### config.mk
export PLATFORM = sky130hd
export DESIGN_NAME = sha256_byte_stream_hasher_core
export DESIGN_NICKNAME = d
export VERILOG_FILES = /design/src/hdl/sha256_pkg.sv /design/src/hdl/sha256_round.sv /design/src/hdl/sha256_byte_stream_hasher_core.sv
export VERILOG_INCLUDE_DIRS = /design/src /design/src/hdl
export SDC_FILE = /design/constraint.sdc
export NUM_CORES = 2
export LEC_CHECK = 0
export BUFFER_PORTS_ARGS = -buffer_cell sky130_fd_sc_hd__buf_2
export CAP_MARGIN = 10
export CORE_MARGIN = 2
export CORE_UTILIZATION = 45
export CTS_BUF_LIST = sky130_fd_sc_hd__clkbuf_4 sky130_fd_sc_hd__clkbuf_8
export CTS_CLUSTER_SIZE = 24
export DETAILED_ROUTE_END_ITERATION = 8
export HOLD_SLACK_MARGIN = 0.05
export PLACE_DENSITY_LB_ADDON = 0.2
export SLEW_MARGIN = 40
export SYNTH_ARGS = -nofsm -noshare
export SYNTH_HDL_FRONTEND = slang
export SYNTH_SLANG_ARGS = --single-unit
### constraint.sdc
create_clock -name clk -period 15.45 [get_ports clk]
set_input_delay 2.3175 -clock clk [delete_from_list [all_inputs] [get_ports clk]]
set_output_delay 2.3175 -clock clk [all_outputs]
set_load 0.05 [all_outputs]
### src/hdl/sha256_byte_stream_hasher_core_macros.svh
// assertion macros for the sha-256 hasher
`ifndef SHA256_BYTE_STREAM_HASHER_CORE_MACROS_SVH
`define SHA256_BYTE_STREAM_HASHER_CORE_MACROS_SVH
`ifndef ASSERT_OFF
`define SHA_ASSERT_IMPL(label, clk, rst_n, prop, msg) \
	label: assert property (@(posedge clk) disable iff (!rst_n) prop) else $error(msg);
`define SHA_ASSERT_NEXT(label, clk, rst_n, ante, cons, msg) \
	label: assert property (@(posedge clk) disable iff (!rst_n) ante |=> cons) else $error(msg);
`else
`define SHA_ASSERT_IMPL(label, clk, rst_n, prop, msg)
`define SHA_ASSERT_NEXT(label, clk, rst_n, ante, cons, msg)
`endif
`endif

### src/hdl/sha256_pkg.sv
`timescale 1ns / 1ps
package sha256_pkg;
	typedef struct packed {
		logic       cmd;
		logic [7:0] data_byte;
	} in_item_t;

	typedef struct packed {
		logic [31:0] digest_word;
		logic [2:0]  word_index;
		logic        last_word;
	} out_item_t;

	localparam logic CMD_ABSORB = 1'b0;
	localparam logic CMD_FINISH = 1'b1;
	localparam logic [7:0] PAD_BYTE = 8'h80;
	localparam logic [5:0] LEN_POS = 6'd56;

	// control from sequencer to round unit
	typedef struct packed {
		logic       load;   // copy hash into working regs
		logic       round;  // run one round
		logic [5:0] t;
		logic       fold;   // add working regs into hash
		logic       init;   // restore initial hash
	} rnd_ctl_t;

	typedef logic [31:0] word_t;

	function automatic word_t init_h(input logic [2:0] i);
		word_t h;
		case (i)
			3'd0: h = 32'h6a09e667;
			3'd1: h = 32'hbb67ae85;
			3'd2: h = 32'h3c6ef372;
			3'd3: h = 32'ha54ff53a;
			3'd4: h = 32'h510e527f;
			3'd5: h = 32'h9b05688c;
			3'd6: h = 32'h1f83d9ab;
			default: h = 32'h5be0cd19;
		endcase
		return h;
	endfunction

	function automatic word_t round_k(input logic [5:0] t);
		word_t k;
		case (t)
			6'd0: k = 32'h428a2f98; 6'd1: k = 32'h71374491; 6'd2: k = 32'hb5c0fbcf;
			6'd3: k = 32'he9b5dba5; 6'd4: k = 32'h3956c25b; 6'd5: k = 32'h59f111f1;
			6'd6: k = 32'h923f82a4; 6'd7: k = 32'hab1c5ed5; 6'd8: k = 32'hd807aa98;
			6'd9: k = 32'h12835b01; 6'd10: k = 32'h243185be; 6'd11: k = 32'h550c7dc3;
			6'd12: k = 32'h72be5d74; 6'd13: k = 32'h80deb1fe; 6'd14: k = 32'h9bdc06a7;
			6'd15: k = 32'hc19bf174; 6'd16: k = 32'he49b69c1; 6'd17: k = 32'hefbe4786;
			6'd18: k = 32'h0fc19dc6; 6'd19: k = 32'h240ca1cc; 6'd20: k = 32'h2de92c6f;
			6'd21: k = 32'h4a7484aa; 6'd22: k = 32'h5cb0a9dc; 6'd23: k = 32'h76f988da;
			6'd24: k = 32'h983e5152; 6'd25: k = 32'ha831c66d; 6'd26: k = 32'hb00327c8;
			6'd27: k = 32'hbf597fc7; 6'd28: k = 32'hc6e00bf3; 6'd29: k = 32'hd5a79147;
			6'd30: k = 32'h06ca6351; 6'd31: k = 32'h14292967; 6'd32: k = 32'h27b70a85;
			6'd33: k = 32'h2e1b2138; 6'd34: k = 32'h4d2c6dfc; 6'd35: k = 32'h53380d13;
			6'd36: k = 32'h650a7354; 6'd37: k = 32'h766a0abb; 6'd38: k = 32'h81c2c92e;
			6'd39: k = 32'h92722c85; 6'd40: k = 32'ha2bfe8a1; 6'd41: k = 32'ha81a664b;
			6'd42: k = 32'hc24b8b70; 6'd43: k = 32'hc76c51a3; 6'd44: k = 32'hd192e819;
			6'd45: k = 32'hd6990624; 6'd46: k = 32'hf40e3585; 6'd47: k = 32'h106aa070;
			6'd48: k = 32'h19a4c116; 6'd49: k = 32'h1e376c08; 6'd50: k = 32'h2748774c;
			6'd51: k = 32'h34b0bcb5; 6'd52: k = 32'h391c0cb3; 6'd53: k = 32'h4ed8aa4a;
			6'd54: k = 32'h5b9cca4f; 6'd55: k = 32'h682e6ff3; 6'd56: k = 32'h748f82ee;
			6'd57: k = 32'h78a5636f; 6'd58: k = 32'h84c87814; 6'd59: k = 32'h8cc70208;
			6'd60: k = 32'h90befffa; 6'd61: k = 32'ha4506ceb; 6'd62: k = 32'hbef9a3f7;
			default: k = 32'hc67178f2;
		endcase
		return k;
	endfunction

	function automatic word_t rotr(input word_t v, input int n);
		return (v >> n) | (v << (32 - n));
	endfunction
endpackage

### src/hdl/sha256_round.sv
`timescale 1ns / 1ps
// one shared compression round with a rolling 16-word message schedule
module sha256_round (
	input  logic                        clk,
	input  logic                        arst_n,
	input  sha256_pkg::rnd_ctl_t        ctl,
	input  sha256_pkg::word_t           blk_word,
	input  logic [2:0]                  hash_sel,
	output sha256_pkg::word_t           hash_word
);
	sha256_pkg::word_t hash_q [8];
	sha256_pkg::word_t wrk_q [8];
	sha256_pkg::word_t win_q [16];
	sha256_pkg::word_t w, x15, x2, g0, g1, s0, s1, ch, mj, t1, t2;

	// schedule word for this round
	always_comb begin
		x15 = win_q[4'(ctl.t - 6'd15)];
		x2 = win_q[4'(ctl.t - 6'd2)];
		g0 = sha256_pkg::rotr(x15, 7) ^ sha256_pkg::rotr(x15, 18) ^ (x15 >> 3);
		g1 = sha256_pkg::rotr(x2, 17) ^ sha256_pkg::rotr(x2, 19) ^ (x2 >> 10);
		if (ctl.t < 6'd16) begin
			w = blk_word;
		end else begin
			w = win_q[ctl.t[3:0]] + g0 + win_q[4'(ctl.t - 6'd7)] + g1;
		end
		s1 = sha256_pkg::rotr(wrk_q[4], 6) ^ sha256_pkg::rotr(wrk_q[4], 11)
			^ sha256_pkg::rotr(wrk_q[4], 25);
		ch = (wrk_q[4] & wrk_q[5]) ^ (~wrk_q[4] & wrk_q[6]);
		t1 = wrk_q[7] + s1 + ch + sha256_pkg::round_k(ctl.t) + w;
		s0 = sha256_pkg::rotr(wrk_q[0], 2) ^ sha256_pkg::rotr(wrk_q[0], 13)
			^ sha256_pkg::rotr(wrk_q[0], 22);
		mj = (wrk_q[0] & wrk_q[1]) ^ (wrk_q[0] & wrk_q[2]) ^ (wrk_q[1] & wrk_q[2]);
		t2 = s0 + mj;
	end

	// schedule window and working registers
	always_ff @(posedge clk) begin
		if (ctl.round) begin
			win_q[ctl.t[3:0]] <= w;
			wrk_q[7] <= wrk_q[6];
			wrk_q[6] <= wrk_q[5];
			wrk_q[5] <= wrk_q[4];
			wrk_q[4] <= wrk_q[3] + t1;
			wrk_q[3] <= wrk_q[2];
			wrk_q[2] <= wrk_q[1];
			wrk_q[1] <= wrk_q[0];
			wrk_q[0] <= t1 + t2;
		end else if (ctl.load) begin
			for (int i = 0; i < 8; i++) wrk_q[i] <= hash_q[i];
		end
	end

	// chaining value
	always_ff @(posedge clk or negedge arst_n) begin
		if (!arst_n) begin
			for (int i = 0; i < 8; i++) hash_q[i] <= sha256_pkg::init_h(3'(i));
		end else if (ctl.init) begin
			for (int i = 0; i < 8; i++) hash_q[i] <= sha256_pkg::init_h(3'(i));
		end else if (ctl.fold) begin
			for (int i = 0; i < 8; i++) hash_q[i] <= hash_q[i] + wrk_q[i];
		end
	end

	assign hash_word = hash_q[hash_sel];
endmodule

### src/hdl/sha256_byte_stream_hasher_core.sv
`timescale 1ns / 1ps
// absorb: one byte per cycle while idle; every 64th byte starts a compression (load, 64 rounds, fold)
// finish: pad sweep and compression, repeated with a zero and length sweep when the length spills,
// then 8 digest items, one per cycle when taken
// the single shared round unit runs every compression, and no byte is taken while it runs
// not ready while padding, compressing or emitting; the block buffer is a 16x32 memory
// arst_n restores initial hash, clears byte and bit counts; buffer and schedule not cleared
module sha256_byte_stream_hasher_core (
	input  logic                  clk,
	input  logic                  arst_n,
	input  logic                  in_valid,
	output logic                  in_ready,
	input  sha256_pkg::in_item_t  in_data,
	output logic                  out_valid,
	input  logic                  out_ready,
	output sha256_pkg::out_item_t out_data
);
`include "sha256_byte_stream_hasher_core_macros.svh"

	typedef enum logic [2:0] {
		S_IDLE, S_PAD, S_LOAD, S_ROUND, S_FOLD, S_EMIT
	} state_t;

	state_t state_q;
	logic [5:0] fill_q;
	logic [63:0] bits_q;
	logic [5:0] t_q;
	logic [5:0] pad_pos_q;
	logic final_q;   // this compression holds the length
	logic spill_q;   // spill block pending
	logic [2:0] emit_q;
	logic pad_first_q;   // first sweep word carries the pad byte
	sha256_pkg::word_t mem [16];
	sha256_pkg::word_t rd_q;
	sha256_pkg::rnd_ctl_t ctl;
	sha256_pkg::word_t hash_word;
	logic [3:0] wr_addr, rd_addr;
	logic [31:0] wr_word;
	logic [3:0] wr_be;
	logic wr_en;
	logic accept;

	assign accept = in_valid && in_ready;
	assign in_ready = (state_q == S_IDLE);
	assign out_valid = (state_q == S_EMIT);
	assign out_data.digest_word = hash_word;
	assign out_data.word_index = emit_q;
	assign out_data.last_word = (emit_q == 3'd7);

	// buffer write: byte lanes on absorb; pad sweep writes the pad word from the pad lane on, then whole words
	always_comb begin
		wr_en = 1'b0;
		wr_addr = fill_q[5:2];
		wr_be = 4'b0000;
		wr_word = {4{in_data.data_byte}};
		if (state_q == S_IDLE && accept && in_data.cmd == sha256_pkg::CMD_ABSORB) begin
			wr_en = 1'b1;
			wr_be = 4'b1000 >> fill_q[1:0];
		end else if (state_q == S_PAD) begin
			wr_en = 1'b1;
			wr_addr = pad_pos_q[5:2];
			wr_be = 4'b1111 >> pad_pos_q[1:0];
			if (pad_pos_q[5:2] == 4'd14 && final_q) begin
				wr_word = bits_q[63:32];
				wr_be = 4'b1111;
			end else if (pad_pos_q[5:2] == 4'd15 && final_q) begin
				wr_word = bits_q[31:0];
				wr_be = 4'b1111;
			end else begin
				wr_word = '0;
				// on the first sweep word the lane at the pad position gets 0x80, else the word is zeros
				if (pad_first_q) begin
					wr_word = {sha256_pkg::PAD_BYTE, 24'h000000} >> {pad_pos_q[1:0], 3'b000};
				end
			end
		end
	end

	// block buffer memory
	always_ff @(posedge clk) begin
		if (wr_en) begin
			for (int b = 0; b < 4; b++) begin
				if (wr_be[3 - b]) mem[wr_addr][31 - 8*b -: 8] <= wr_word[31 - 8*b -: 8];
			end
		end
		rd_q <= mem[rd_addr];
	end

	// read one word ahead of the round that consumes it
	always_comb begin
		if (state_q == S_ROUND) rd_addr = 4'(t_q + 6'd1);
		else rd_addr = 4'd0;
	end

	always_comb begin
		ctl.load = (state_q == S_LOAD);
		ctl.round = (state_q == S_ROUND);
		ctl.t = t_q;
		ctl.fold = (state_q == S_FOLD);
		ctl.init = (state_q == S_EMIT) && out_ready && (emit_q == 3'd7);
	end

	sha256_round u_round (
		.clk      (clk),
		.arst_n   (arst_n),
		.ctl      (ctl),
		.blk_word (rd_q),
		.hash_sel (emit_q),
		.hash_word(hash_word)
	);

	// sequencer
	always_ff @(posedge clk or negedge arst_n) begin
		if (!arst_n) begin
			state_q <= S_IDLE;
			fill_q <= '0;
			bits_q <= '0;
			t_q <= '0;
			pad_pos_q <= '0;
			final_q <= 1'b0;
			spill_q <= 1'b0;
			emit_q <= '0;
		end else begin
			case (state_q)
				S_IDLE: begin
					if (accept) begin
						if (in_data.cmd == sha256_pkg::CMD_ABSORB) begin
							fill_q <= fill_q + 6'd1;
							bits_q <= bits_q + 64'd8;
							final_q <= 1'b0;
							if (fill_q == 6'd63) state_q <= S_LOAD;
						end else begin
							// pad byte lands first, then zero sweep from next byte
							state_q <= S_PAD;
							pad_pos_q <= fill_q;
							spill_q <= (fill_q >= sha256_pkg::LEN_POS);
							final_q <= (fill_q < sha256_pkg::LEN_POS);
						end
					end
				end
				S_PAD: begin
					// first write of the sweep after a finish item is the word holding the pad byte
					if (pad_pos_q[5:2] == 4'd15) begin
						state_q <= S_LOAD;
						pad_pos_q <= '0;
					end else begin
						pad_pos_q <= {pad_pos_q[5:2] + 4'd1, 2'b00};
					end
				end
				S_LOAD: begin
					t_q <= '0;
					state_q <= S_ROUND;
				end
				S_ROUND: begin
					t_q <= t_q + 6'd1;
					if (t_q == 6'd63) state_q <= S_FOLD;
				end
				S_FOLD: begin
					if (!spill_q && !final_q) begin
						state_q <= S_IDLE;
					end else if (spill_q) begin
						spill_q <= 1'b0;
						final_q <= 1'b1;
						state_q <= S_PAD;
						pad_pos_q <= '0;
					end else begin
						state_q <= S_EMIT;
						emit_q <= '0;
					end
				end
				S_EMIT: begin
					if (out_ready) begin
						emit_q <= emit_q + 3'd1;
						if (emit_q == 3'd7) begin
							state_q <= S_IDLE;
							fill_q <= '0;
							bits_q <= '0;
							final_q <= 1'b0;
						end
					end
				end
				default: state_q <= S_IDLE;
			endcase
		end
	end

	// marks the first sweep cycle after a finish item
	always_ff @(posedge clk or negedge arst_n) begin
		if (!arst_n) pad_first_q <= 1'b0;
		else pad_first_q <= accept && in_data.cmd == sha256_pkg::CMD_FINISH;
	end

	`SHA_ASSERT_NEXT(a_no_in_busy, clk, arst_n, state_q != S_IDLE,
		!accept || state_q == S_IDLE, "item taken while busy")
	`SHA_ASSERT_IMPL(a_out_only_emit, clk, arst_n,
		out_valid |-> state_q == S_EMIT && !in_ready, "output while ready")
	`SHA_ASSERT_NEXT(a_fill_wrap, clk, arst_n,
		state_q == S_IDLE && accept && in_data.cmd == sha256_pkg::CMD_ABSORB
		&& fill_q == 6'd63, state_q == S_LOAD, "full buffer not compressed")
endmodule

==> impl_metrics.toml <==
[clock_tree]
cts-root-buf = "clkbuf_8"
htreeDepth = 5
cts_setup_buffers = 0
cts_num_sinks = 1656
clk_latency_ns = 1.08
cts_tree = "done"
post_cts_resized = 0
post_cts_hold_buffer_count = 0
clk_pin_slew_ns = 0.06
numCtsBuffers = 322
clockBufferDepth = 4

[grt]
grt_pass1_wl_um = 517600
antenna_found_initial = 13
grt_max_degree = 138
grt_usage = 0.2975
grt_overflow_total = 0
grt_pass1_vias = 74670

[yosys]
synthArstFlopShare = 0.2077
yosysTopAreaCell = "edfxtp_1"
syn_area_um2 = 103900
synthDistinctLibCells = 94
ys_seq_area_frac = 0.4604
synth_edf_count = 1280
synthFlopType = "edfxtp_1"
synth_most_common_cell = "nand2_1"
synthTopCellsByArea = "edfxtp_1 37%, mux4_2 11%, dfrtp_1 5.0%, ha_1 4.8%, nand2_1 4.7%"
yosys_warnings = 0
synth_fp_nets = 9746
syn_area_per_cell_um2 = 11.37
ys_ff_latch = 1656
synth_cells = 9138
synth_top_area_frac = 0.3698
synth_common_cells = "1289 x nand2_1, 1280 x edfxtp_1, 577 x a21oi_1"

[sta]
setup_viol = 0
finalCriticalPeriod_ns = 13.34
timing.final.crit_share = 0.8635
relSlewSlack = 0.3649
whs_ns = 0.5085
drv_slew = 0
hold_viol = 0
final.setup.worst_slack_ns = 2.109
worst_pin_slew_ns = 0.9483
final.setup.tns_ns = 0
rsz0062_at_grt = "no"
fmax_ghz = 0.07496
finClkSkew_ns = 0.1192

[hold_path]
hold_depth = 1
hold_class = "flip-flop to flip-flop"

[run]
drv_cap = 0

[outcome]
status = "finished, final reports clean"

[routing]
drt_iter0_markers = 9716
dr.pass1.iters = 8
via_per_inst = 6.274
drt_wl_total_um = 355000
wire_per_inst_um = 28.58
dr_total_vias = 77940
route.detailed.drc = 0
ant_nets = 0

[worst_setup_path]
start_kind = "flip-flop"
slowest_delay_ns = 0.79
critPathArrivalTime_ns = 14.12
cp-end-kind = "flip-flop"
ff2ff_path_depth = 46
cp.required_ns = 16.23
crit_fanout = 41
critPathKind = "flip-flop to flip-flop"
critical-path-slowest-cell = "dfrtp_4"
worst_path_most_repeated_cell = "a21oi_1"

[finish]
syn2layout_area_growth_pct = 10.19
nets = 9760
drive_above_1_share = 0.1704
nFillCells = 20450

[floorplan]
die_w_um = 484.6
die_h_um = 484.6
die-area_um2 = 234800
io_pins = 51
start_util = 0.4521
coreArea_um2 = 229900
row_count = 176

[place]
gp_congestion = 0.9880
port-buffer-count = 50
dp_hpwl_um = 245300
post-place-ws_ns = 2.224
## flip-flops by register name (all words and copies together), names as in the netlist, 3 cells and up
name	cells
mem	512
u_round.hash_q	256
t_q	6
state_q	3
bits_q	61
pad_pos_q	6
emit_q	3
rd_q	32
u_round.win_q	512
fill_q	6
u_round.wrk_q	256
## logic make-up after synthesis
| group | Yosys count | synth area share |
|---|---|---|
| AND/OR/NAND/NOR | 2545 | 0.1062 |
| AO/OA/AOI/OAI | 1995 | 0.1212 |
| flip-flops | 1656 | 0.4604 |
| buffers and inverters | 962 | 0.03587 |
| multiplexers | 750 | 0.1368 |
| XOR/XNOR | 630 | 0.05323 |
| adder cells (fa/ha/maj) | 600 | 0.08619 |
## routing by layer
| metal | share of wire | global-route usage | vias up | wire (µm) |
|---|---|---|---|---|
| met1 | 0.44 | 0.4387 | 39250 | 154500 |
| li1 | - | - | 33910 | - |
| met4 | 0.032 | 0.09316 | 8 | 11270 |
| met3 | 0.097 | 0.06610 | 675 | 34420 |
| met2 | 0.44 | 0.4360 | 4099 | 154800 |
| met5 | 0.00014 | 0 | - | 51 |
## worst max-delay path: cells and delay by family, from the launching register on
family                     cells  cell delay (ns)
adders and majority gates      8             3.60
AOI/OAI and AO/OA             16             3.53
and+or+nand+nor                9             1.82
buffers and inverters          6             1.21
muxes                          3             1.14
xor gates and xnor gates       4             0.89
DFF                            1             0.79
## placed cells by master (no fill, tap or decap), types with 136 or more instances in the layout
cell type	instances
a21o_1	194
clkbuf_8	358
inv_1	404
a21oi_1	567
xnor2_1	328
ha_1	396
dfrtp_1	200
nor2_1	476
xor2_1	295
mux2i_1	180
dfstp_2	136
edfxtp_1	1280
o21ai_0	477
mux4_2	511
nand3_1	204
fa_1	195
nand2_1	1283
buf_4	157
## metrics by stage
stage,utilization,area [µm²],std cells
final,0.4982,114500,12420
after global placement,0.4682,107600,11840
after floorplan,-,103900,9138
after global routing,0.4981,114500,12420
after detailed placement,0.4693,107900,11850
after CTS,0.4970,114300,12410
## layout make-up
| cell class | instances | area [µm²] | share of cell area |
|---|---|---|---|
| multi-input cells | 6520 | 52960 | 0.4624 |
| flip-flops and latches | 1656 | 47880 | 0.4181 |
| clock buffers | 469 | 5761 | 0.05030 |
| well taps | 3026 | 3786 | 0.03306 |
| repair buffers | 244 | 1988 | 0.01736 |
| inverters | 408 | 1533 | 0.01338 |
| clock inverters | 93 | 608.1 | 0.005310 |
| diodes | 6 | 15.01 | 0.0001311 |
## final timing paths
check | start | end | slack [ns]
setup / recovery | t_q[1] | u_round.wrk_q[0][31] | 2.11
hold / removal | u_round.hash_q[191] | u_round.hash_q[191] | 0.51
setup reg to reg | t_q[1] | u_round.wrk_q[0][31] | 2.11
hold reg to reg | u_round.hash_q[191] | u_round.hash_q[191] | 0.51
max in group asynchronous | arst_n | t_q[1] | 12.09
min in group asynchronous | arst_n | u_round.hash_q[134] | 1.31
Power is not shown: default switching activity piles up to over one toggle a cycle in this logic, so the estimate is an artifact.
